==> src/sv/cnm_pkg.sv <==
package cnm_pkg;

  localparam int ACC_W      = 64;
  localparam int LIMB_W     = 32;
  localparam int HALF_SCALE = 32768;
  localparam int SCORE_W    = 16;
  localparam int ID_W       = 9;
  localparam int CFG_W      = 9;
  localparam int ENTRY_W    = 8;
  localparam int ELEM_W     = 7;
  localparam int VALUE_W    = 16;

  localparam logic OP_GALLERY = 1'b0;
  localparam logic OP_QUERY   = 1'b1;

  typedef enum logic [3:0] {
    ST_IDLE,
    ST_QRD,
    ST_QMUL,
    ST_QACC,
    ST_QSAVE,
    ST_ENTRY,
    ST_GRD,
    ST_GMUL1,
    ST_GMUL2,
    ST_GACC,
    ST_SCORE,
    ST_SWAIT,
    ST_DONE
  } cnm_state_t;

  typedef enum logic [2:0] {
    MAC_HOLD,
    MAC_CLEAR,
    MAC_MUL,
    MAC_MUL_DOT,
    MAC_SQ
  } mac_op_t;

  typedef enum logic [2:0] {
    SC_IDLE,
    SC_PROD,
    SC_DSQ,
    SC_KSQ,
    SC_KMUL,
    SC_OUT
  } sc_state_t;

  typedef struct packed {
    logic               done;
    logic [SCORE_W-1:0] score;
  } sc_result_t;

endpackage

==> src/sv/cnm_mac.sv <==
module cnm_mac
  import cnm_pkg::*;
#(
  parameter int ELEMENT_BITS = 16
) (
  input  logic                           clk,
  input  mac_op_t                        op,
  input  logic signed [ELEMENT_BITS-1:0] a,
  input  logic signed [ELEMENT_BITS-1:0] b,
  output logic        [ACC_W-1:0]        dot,
  output logic        [ACC_W-1:0]        sq
);

  logic signed [2*ELEMENT_BITS-1:0] prod;
  logic        [ACC_W-1:0]          prod_ext;

  // sign extend the product, sums wrap at the accumulator width
  assign prod_ext = ACC_W'(prod);

  always_ff @(posedge clk) begin
    case (op)
      MAC_CLEAR: begin
        dot <= '0;
        sq  <= '0;
      end
      MAC_MUL: begin
        prod <= a * b;
      end
      MAC_MUL_DOT: begin
        dot  <= dot + prod_ext;
        prod <= a * b;
      end
      MAC_SQ: begin
        sq <= sq + prod_ext;
      end
      default: ;
    endcase
  end

endmodule

==> config.mk <==
export PLATFORM = sky130hd
export DESIGN_NAME = cnm_mac
export DESIGN_NICKNAME = d
export VERILOG_FILES = /design/src/sv/cnm_pkg.sv /design/src/sv/cnm_mac.sv
export SDC_FILE = /design/constraint.sdc
export NUM_CORES = 1
export LEC_CHECK = 0
export CORE_ASPECT_RATIO = 1.5
export CORE_MARGIN = 4
export CORE_UTILIZATION = 29
export CTS_CLUSTER_DIAMETER = 100
export CTS_CLUSTER_SIZE = 24
export DETAILED_ROUTE_END_ITERATION = 16
export DONT_BUFFER_PORTS = 1
export PLACE_DENSITY = 0.52
export SYNTH_ARGS = -nofsm -noshare
export SYNTH_HDL_FRONTEND = slang
export SYNTH_SLANG_ARGS = --single-unit
export TNS_END_PERCENT = 1
==> constraint.sdc <==
create_clock -name clk -period 6 [get_ports clk]
set_clock_uncertainty 0.1 [all_clocks]
set_input_delay 0.3 -clock clk [delete_from_list [all_inputs] [get_ports clk]]
set_output_delay 0.3 -clock clk [all_outputs]
set_load 0.005 [all_outputs]
==> reports/metrics.cfg, run 1 <==
[clock_tree]
cts_made_buffers = 17
cts_max_level = 4
clk_latency_ns = 0.46
clk_path_buf_depth = 2
clockRootBuffer = clkbuf_16
cts_tree = yes
cts-resized-gates = 0
clock_sinks = 160
cts_setup_buffers = 0
clk_pin_slew_worst_paths_ns = 0.07

[global_route]
track_usage_pct = 16.0
met1_usage_pct = 17.9
overflow = 0
grt_max_degree = 62
grt_pass1_vias = 18700
use_met3_pct = 3.61
antenna_found_initial = 0
grt_pass1_wl_um = 105000
grt_util_met2_pct = 30.0
busiest_layer = met2

[drt]
viasPerCell = 4.95
dr.pass1.iters = 7
ant_nets = 0
wl_per_cell_um = 18.9
drc = 0
drt_iter0_drc = 661
num_vias = 17500
wl_um = 66800

[synthesis]
syn_nets = 3049
synthMuxAreaShare_pct = 0.225
yosysUniqueCellTypes = 83
synth.cell_area_um2 = 22800
ys.flop_type = edfxtp_1
synthXorXnorAreaFrac_pct = 5.29
yosys_register_bits = 160
synth.avg_cell_area_um2 = 8.99
yosys_warnings = 0
synthAdderAreaFrac_pct = 34.5
synth_top_family_by_area = adder cells
synth_compound_area_share_pct = 14.8
syn_inst = 2541
synthSimpleGateAreaFrac_pct = 16.8
synthArstFlopShare_pct = 0
seq_area_frac_synth_pct = 21.0
synth-edff-count = 160

[critical_path]
critPathMaxStageDelay_ns = 0.54
critPathKind = input pin to flop
critical_path.most_common_cell = fa_1
endpoint_kind = flop
crit_slowest_cell = fa_1
timing.critical_path.buf_inv = 5
cp.arrival_ns = 5.63
worstPathRequired_ns = 6.11
cp-start-kind = input pin
crit_chain = and2_1 -> fa_1 -> inv_1 -> fa_1 -> fa_1 -> inv_1 -> fa_1 -> fa_1 -> inv_1 -> fa_1 -> inv_1 -> ha_1 -> buf_4 -> a21oi_1 -> o21ai_0 -> a21oi_1 -> o31a_1 -> o21ai_1 -> o41a_1 -> a21o_1 -> a21oi_1 -> xnor2_1
cp_max_fo = 16
path_delay_family = adder cells

[layout]
final_layout_size_suffix_gt1_share_pct = 4.04
fin_nets = 3022
n_fill_cell = 8180
area_growth_pct = 8.07
stdcell_count = 3542
final_common_cell = inv_1
diodes = 0
final_cell_mix = 346 x inv_1, 262 x fa_1, 259 x nand2_1

[place]
port_buffers = 0
routabilityCongestion = 0.865
detailed_place_hpwl_um = 55300
dp_slack_ns = -0.0618
dp.cells = 3509

[min_path]
hold_path.class = input pin to flop

[timing]
fmax_mhz = 181
setup_viol = 0
finalWorstSetupSlack_ns = 0.478
max_slew_margin_pct = 22.9
rsz0062_at_grt = false
worstMarginPinSlew_ns = 1.15
min_period_ns = 5.52
drv_slew = 0
final.setup.tns_ns = 0
finalCritPeriodShare_pct = 92.0
fin_hold_ws_ns = 0.0550
finalHoldViolCount = 0

[floorplan]
initial_core_util_pct = 29.4
core_area_um2 = 77700
ioPinCount = 164
num_rows = 125
fp.dieArea_um2 = 83400
die_w_um = 237
die_h_um = 352

[flow_run]
cap_violations = 0

[status]
status = complete, no violations

[Yosys cell counts, types with 5 or more instances]
library cell / instances / area, um^2
clkbuf_1: 69 / 259
nor2b_1: 14 / 87.6
nor3_1: 28 / 140
o21ai_0: 68 / 340
a21oi_1: 179 / 896
nand3_1: 36 / 180
buf_2: 20 / 100
o21bai_1: 38 / 285
ha_1: 208 / 2600
a211oi_1: 17 / 128
a21o_1: 81 / 608
nor3b_1: 7 / 52.6
o21ai_1: 15 / 75.1
and2_1: 132 / 826
nor4_1: 8 / 50.1
a211o_1: 5 / 43.8
edfxtp_1: 160 / 4800
fa_1: 264 / 5290
and3_1: 20 / 125
nand2_1: 261 / 980
xor2_1: 55 / 482
a2111oi_0: 5 / 43.8
o21a_1: 20 / 150
nor2_1: 211 / 792
or2_2: 7 / 43.8
xnor2_1: 83 / 727
nand4_1: 32 / 200
nand2b_1: 22 / 138
inv_1: 346 / 1300
o31ai_1: 7 / 52.6
a31oi_1: 20 / 125
o211ai_1: 6 / 45.0
or3_1: 7 / 43.8
[worst paths after layout]
check,startpoint,end,depth (start not counted),slack [ns]
worst min-delay path,op[1],sq[56],1,0.06
worst max-delay path,b[4],prod[24],22,0.48
worst min register to register,prod[0],dot[0],2,0.63
worst max register to register,prod[31],dot[62],11,1.40
[worst register-to-register path: cells and delay by family, from the launching register on]
family | cells | cell delay (ns)
flops | 1 | 0.77
xor+xnor | 1 | 0.16
fa+ha+maj | 1 | 0.68
compound gates | 4 | 1.78
simple gates | 5 | 0.85
[state kept, by name, indices dropped and copies added (netlist names)]
name / cells
prod: 32
sq: 64
dot: 64
[logic make-up after synthesis]
group,Yosys count
flip-flops,160
multiplexers,5
buffers and inverters,437
AND/OR/NAND/NOR,806
AO/OA/AOI/OAI,523
XOR/XNOR,138
adder cells (fa/ha/maj),472
[layer usage]
metal  vias up  part of all wire (%)
met5         -                     0
met4         0                   3.1
met3        73                   5.9
met2       375                    52
met1      8605                    39
li1       8493                     -
[layout make-up]
type,instances,area [um^2],area share (%)
Multi-Input combinational cell,1944,16400,66.4
Sequential cell,160,4800,19.5
Inverter,346,1300,5.26
Tap cell,1016,1270,5.15
Clock buffer,18,429,1.74
Timing Repair Buffer,45,343,1.39
Clock inverter,13,138,0.558
[per-stage QoR]
stage / cell area, um^2 / util [%]
after floorplan: 22800 / -
after global placement: 24100 / 31.0
after detailed placement: 24100 / 31.0
after CTS: 24700 / 31.8
after global routing: 24700 / 31.8
final: 24700 / 31.8
[timing repair]
| action | CTS | global route |
|---|---|---|
| endpoints found under the hold margin | 14 | 0 |
| hold buffers | 2 | 0 |
| endpoints found under the setup margin | 0 | 0 |
Power of run 1 is not shown: default switching activity piles up to over one toggle a cycle in this logic, so the estimate is an artifact.
==> run 2, diff against run 1 <==
--- a/config.mk
+++ b/config.mk
@@ -9,10 +9,10 @@
 export CORE_MARGIN = 4
 export CORE_UTILIZATION = 29
 export CTS_CLUSTER_DIAMETER = 100
-export CTS_CLUSTER_SIZE = 24
+export CTS_CLUSTER_SIZE = 28
 export DETAILED_ROUTE_END_ITERATION = 16
 export DONT_BUFFER_PORTS = 1
-export PLACE_DENSITY = 0.52
+export PLACE_DENSITY = 0.51
 export SYNTH_ARGS = -nofsm -noshare
 export SYNTH_HDL_FRONTEND = slang
 export SYNTH_SLANG_ARGS = --single-unit
==> constraint.sdc (replaced) <==
create_clock -name clk -period 6.9 [get_ports clk]
set_clock_uncertainty 0.1 [all_clocks]
set_input_delay 0.345 -clock clk [delete_from_list [all_inputs] [get_ports clk]]
set_output_delay 0.345 -clock clk [all_outputs]
set_load 0.01 [all_outputs]
==> run 2 against run 1 <==
  * Routed wire length increased by 0.13%
  * First-iteration DRC count increased by 8.0%
  * Via count about the same
  * Count of clock-buffer cells in the layout unchanged
==> reports/metrics.cfg, run 2 (synthesis gave the netlist of run 1 again) <==
[critical_path]
cp.arrival_ns = 6.01  ; +0.38 ns
critPathKind = input pin to flop
critPathMaxStageDelay_ns = 0.84  ; +0.30 ns
cp_max_fo = 16  ; unchanged
cp-start-kind = input pin
worstPathRequired_ns = 7.00  ; +0.89 ns
critical_path.most_common_cell = fa_1
timing.critical_path.buf_inv = 3  ; -2
path_delay_family = adder cells
crit_slowest_cell = fa_1
crit_chain = nand2_1 -> inv_1 -> fa_1 -> fa_1 -> fa_1 -> fa_1 -> fa_1 -> inv_1 -> fa_1 -> inv_1 -> ha_1 -> and3_1 -> a221o_1 -> a21oi_1 -> o21ai_1 -> a211oi_1 -> o31ai_1 -> a21oi_1 -> xnor2_1
endpoint_kind = flop

[floorplan]
initial_core_util_pct = 29.4  ; unchanged
fp.dieArea_um2 = 83400  ; unchanged
num_rows = 125  ; unchanged
ioPinCount = 164  ; unchanged
die_h_um = 352  ; unchanged
core_area_um2 = 77700  ; unchanged
die_w_um = 237  ; unchanged

[global_route]
grt_pass1_vias = 18900  ; +0.72%
grt_pass1_wl_um = 105000  ; -0.13%
antenna_found_initial = 0  ; unchanged
track_usage_pct = 15.9  ; -0.077 points
grt_max_degree = 65  ; +4.8%
overflow = 0  ; unchanged

[drt]
dr.pass1.iters = 5  ; -2
wl_per_cell_um = 19.1  ; +1.1%
num_vias = 17500  ; -0.046%
drt_iter0_drc = 714  ; +8.0%
wl_um = 66900  ; +0.13%
drc = 0  ; unchanged
ant_nets = 0  ; unchanged
viasPerCell = 5.00  ; +0.92%

[timing]
final.setup.tns_ns = 0  ; unchanged
min_period_ns = 5.90
setup_viol = 0  ; unchanged
rsz0062_at_grt = false
max_slew_margin_pct = 25.6  ; +2.7 points
fmax_mhz = 169
worstMarginPinSlew_ns = 1.11  ; -0.0405 ns
drv_slew = 0  ; unchanged
finalCritPeriodShare_pct = 85.5
finalHoldViolCount = 0  ; unchanged

[clock_tree]
clk_pin_slew_worst_paths_ns = 0.08  ; about the same
clk_latency_ns = 0.46  ; about the same
cts_setup_buffers = 0  ; unchanged
clock_sinks = 160  ; unchanged
cts_max_level = 4  ; unchanged
cts_made_buffers = 17  ; unchanged
clk_path_buf_depth = 2  ; unchanged
cts_tree = yes
holdBufCountCts = 4  ; +2
cts-resized-gates = 0  ; unchanged
clockRootBuffer = clkbuf_16

[layout]
multi_input_area_um2 = 16400  ; about the same
final_common_cell = inv_1
final_layout_size_suffix_gt1_share_pct = 2.69  ; -1.3 points
regArea_um2 = 4800  ; unchanged
n_fill_cell = 8122  ; -0.71%
fin_nets = 2987  ; -1.2%
diodes = 0  ; unchanged
final_cell_mix = 346 x inv_1, 264 x fa_1, 259 x nand2_1
area_growth_pct = 7.13
largestRegisters = dot: 64 flops, sq: 64 flops, prod: 32 flops

[place]
port_buffers = 0  ; unchanged
routabilityCongestion = 0.875  ; +1.2%
detailed_place_hpwl_um = 55600  ; +0.65%

[status]
status = complete, no violations

[min_path]
hold_path.class = input pin to flop

[flow_run]
cap_violations = 0  ; unchanged

==> run 2: area by class of cell <==
class,count,share of cell area [%]
Clock buffer,18,1.75
Clock inverter,14,0.757
Inverter,346,5.31
Multi-Input combinational cell,1944,67.0
Sequential cell,160,19.6
Tap cell,1016,5.20
Timing Repair Buffer,10,0.348
==> run 2: worst register-to-register path, stage by stage, from the launching register on <==
cell and delay (ns):
edfxtp_1 0.78, ha_1 0.66, nand2_1 0.14, nor3_1 0.22, nand4_1 0.24, a211oi_1 0.60
nor3_2 0.16, o41ai_2 0.47, a21oi_1 0.25, o41ai_2 0.40, xnor2_1 0.16, nor2_1 0.05
==> run 2: worst paths after layout <==
path	slack [ns]	to	cells after the start	start
max	1.0	prod[31]	19	a[15]
min	0.08	sq[62]	1	op[1]
max reg2reg	2.43	dot[62]	11	prod[31]
min reg2reg	0.75	sq[0]	2	sq[0]
==> run 2: stage by stage <==
step | hold WS [ns] | setup slack [ns] | area [um^2] | instances | util (%)
global route | 0.0585 | 0.699 | 24500 | 3508 | 31.5
detailed placement | 0.475 | 0.427 | 23800 | 3472 | 30.6
finish | 0.0807 | 0.998 | 24500 | 3508 | 31.5
CTS | 0.0549 | 0.958 | 24500 | 3508 | 31.5
global placement | 0.472 | 0.537 | 23800 | 3472 | 30.6
floorplan | 0.449 | 0.724 | 22800 | 2541 | -
==> run 2: metal layers <==
| layer | vias up | GRT usage (%) | routed length, um |
|---|---|---|---|
| met5 | - | 0 | 0 |
| met4 | 0 | 6.52 | 2650 |
| met2 | 368 | 29.5 | 34500 |
| met1 | 8642 | 17.6 | 26100 |
| li1 | 8424 | - | - |
| met3 | 104 | 3.47 | 3660 |
Power of run 2 is left out for the same reason.
==> run 3, diff against run 2 <==
==> constraint.sdc (replaced) <==
create_clock -name clk -period 6.9 [get_ports clk]
set_clock_uncertainty 0.1 [all_clocks]
set_input_delay 0 -clock clk [delete_from_list [all_inputs] [get_ports clk]]
set_output_delay 0 -clock clk [all_outputs]
set_load 0.01 [all_outputs]
==> run 3 against run 2 <==
  * Routed wire length barely moved
  * Register-to-register slack got worse by 0.06 ns
  * Critical path depth unchanged
  * Design area up 0.15%
  * Fmax grew 6.0%
  * Global-route usage about the same
  * Sequential share of layout area is essentially flat
  * Hold slack lost 0.059 ns
  * Count of clock-buffer cells in the layout fell by 1
  * Non-clock buffer count rose by 6
  * Critical path type unchanged
==> reports/metrics.cfg, run 3 (synthesis gave the netlist of run 1 again) <==
[status]
status = complete, no violations

[clock_tree]
holdBufCountCts = 10  ; +6
clk_path_buf_depth = 2  ; unchanged
cts_setup_buffers = 0  ; unchanged
cts_made_buffers = 17  ; unchanged
cts_max_level = 4  ; unchanged
cts-resized-gates = 0  ; unchanged
clk_latency_ns = 0.46  ; about the same
clockRootBuffer = clkbuf_16
clk_pin_slew_worst_paths_ns = 0.07  ; about the same
clock_sinks = 160  ; unchanged
cts_tree = yes

[critical_path]
r2r_start = prod[31]
cp-start-kind = input pin
worstPathRequired_ns = 7.00  ; about the same
rrSetupSlack_ns = 2.37  ; -0.06 ns
reg2reg_to = dot[62]
crit_chain = nand2_1 -> inv_1 -> fa_1 -> fa_1 -> fa_1 -> fa_1 -> fa_1 -> inv_1 -> fa_1 -> inv_1 -> ha_1 -> and3_1 -> a221o_1 -> a21oi_1 -> o21ai_1 -> a211oi_1 -> o31ai_1 -> a21oi_1 -> xnor2_1
r2r_cells = 11  ; unchanged
crit_slowest_cell = fa_1
critPathMaxStageDelay_ns = 0.83  ; about the same
critical_path.most_common_cell = fa_1
cp_max_fo = 16  ; unchanged
endpoint_kind = flop
cp.arrival_ns = 5.67  ; -0.34 ns
critPathKind = input pin to flop

[layout]
final_layout_size_suffix_gt1_share_pct = 2.68  ; -0.0054 points
regArea_um2 = 4800  ; unchanged
final_common_cell = inv_1
area_growth_pct = 7.29
final_cell_mix = 346 x inv_1, 264 x fa_1, 259 x nand2_1
largestRegisters = dot: 64 flops, sq: 64 flops, prod: 32 flops
n_fill_cell = 8069  ; -0.65%
diodes = 0  ; unchanged
fin_nets = 2993  ; +0.20%
multi_input_area_um2 = 16400  ; unchanged

[timing]
finalCritPeriodShare_pct = 80.7  ; -4.9 points
min_period_ns = 5.57  ; -0.335 ns
worstMarginPinSlew_ns = 1.10  ; -0.0156 ns
drv_slew = 0  ; unchanged
finalHoldViolCount = 0  ; unchanged
final.setup.tns_ns = 0  ; unchanged
max_slew_margin_pct = 26.6  ; +1.0 points
fin_hold_ws_ns = 0.0212  ; -0.0594 ns
rsz0062_at_grt = false
setup_viol = 0  ; unchanged
fmax_mhz = 180  ; +6.0%

[drt]
viasPerCell = 5.01  ; +0.26%
wl_per_cell_um = 19.0  ; -0.10%
wl_um = 66900  ; about the same
drt_iter0_drc = 744  ; +4.2%
ant_nets = 0  ; unchanged
drc = 0  ; unchanged
dr.pass1.iters = 6  ; +1
num_vias = 17600  ; +0.40%

[min_path]
hold_start = op[0]
min_path_cells = 3  ; +2
hold_path.class = input pin to flop
whs_endpoint = sq[11]

[floorplan]
die_h_um = 352  ; unchanged
initial_core_util_pct = 29.4  ; unchanged
die_w_um = 237  ; unchanged
core_area_um2 = 77700  ; unchanged
num_rows = 125  ; unchanged
ioPinCount = 164  ; unchanged
fp.dieArea_um2 = 83400  ; unchanged

[global_route]
grt_pass1_wl_um = 105000  ; -0.13%
antenna_found_initial = 0  ; unchanged
track_usage_pct = 15.9  ; -0.019 points
grt_max_degree = 65  ; unchanged
grt_pass1_vias = 18700  ; -0.92%
overflow = 0  ; unchanged

[place]
port_buffers = 0  ; unchanged
detailed_place_hpwl_um = 55200  ; -0.70%
routabilityCongestion = 0.875  ; about the same

[flow_run]
cap_violations = 0  ; unchanged

run 3: changes by cell type in the layout (fill, tap and decap cells not counted):
cell           before  now
clkbuf_1            1    0
clkinv_4            1    0
clkinv_8            1    0
inv_6               5    8
dlygate4sd3_1       4   10
inv_8               5    2
clkinvlp_4          0    1
clkinv_2            0    1
run 3: worst max-delay path: cells and delay by family:
family | cells | cell delay, ns
adders and majority gates | 7 | 3.85
AOI/OAI and AO/OA | 6 | 1.23
and+or+nand+nor | 2 | 0.31
buffers and inverters | 3 | 0.19
xor gates and xnor gates | 1 | 0.08
run 3: how the worst max path moves through the flow:
| stage | start | to | depth (start not counted) |
|---|---|---|---|
| final | a[15] | prod[31] | 19 |
| after global routing | a[15] | prod[31] | 19 |
| after CTS | a[15] | prod[31] | 19 |
| after detailed placement | a[15] | prod[31] | 19 |
| after global placement | a[15] | prod[31] | 19 |
| after floorplan | a[15] | prod[31] | 20 |
run 3: per-stage QoR:
step,utilization [%],worst slack (ns),cell area (um^2),cells
finish,31.5,1.33,24500,3513
global route,31.5,1.07,24500,3513
CTS,31.5,1.33,24500,3513
detailed placement,30.6,0.831,23800,3472
global placement,30.6,0.882,23800,3472
floorplan,-,1.07,22800,2541
run 3: metal layers:
metal,routed length [um],global-route usage (%)
met1,26400,17.7
met2,34700,29.7
met5,0,0
met3,3520,3.39
met4,2310,5.79
run 3: final cells by class:
class / instances / share of cell area [%]
clock buffer: 17 / 1.74
clock inverter: 14 / 0.674
inverter: 346 / 5.30
multi-input combinational: 1944 / 66.9
sequential: 160 / 19.6
tap: 1016 / 5.19
timing repair buffer: 16 / 0.592
Power of run 3 is left out for the same reason.
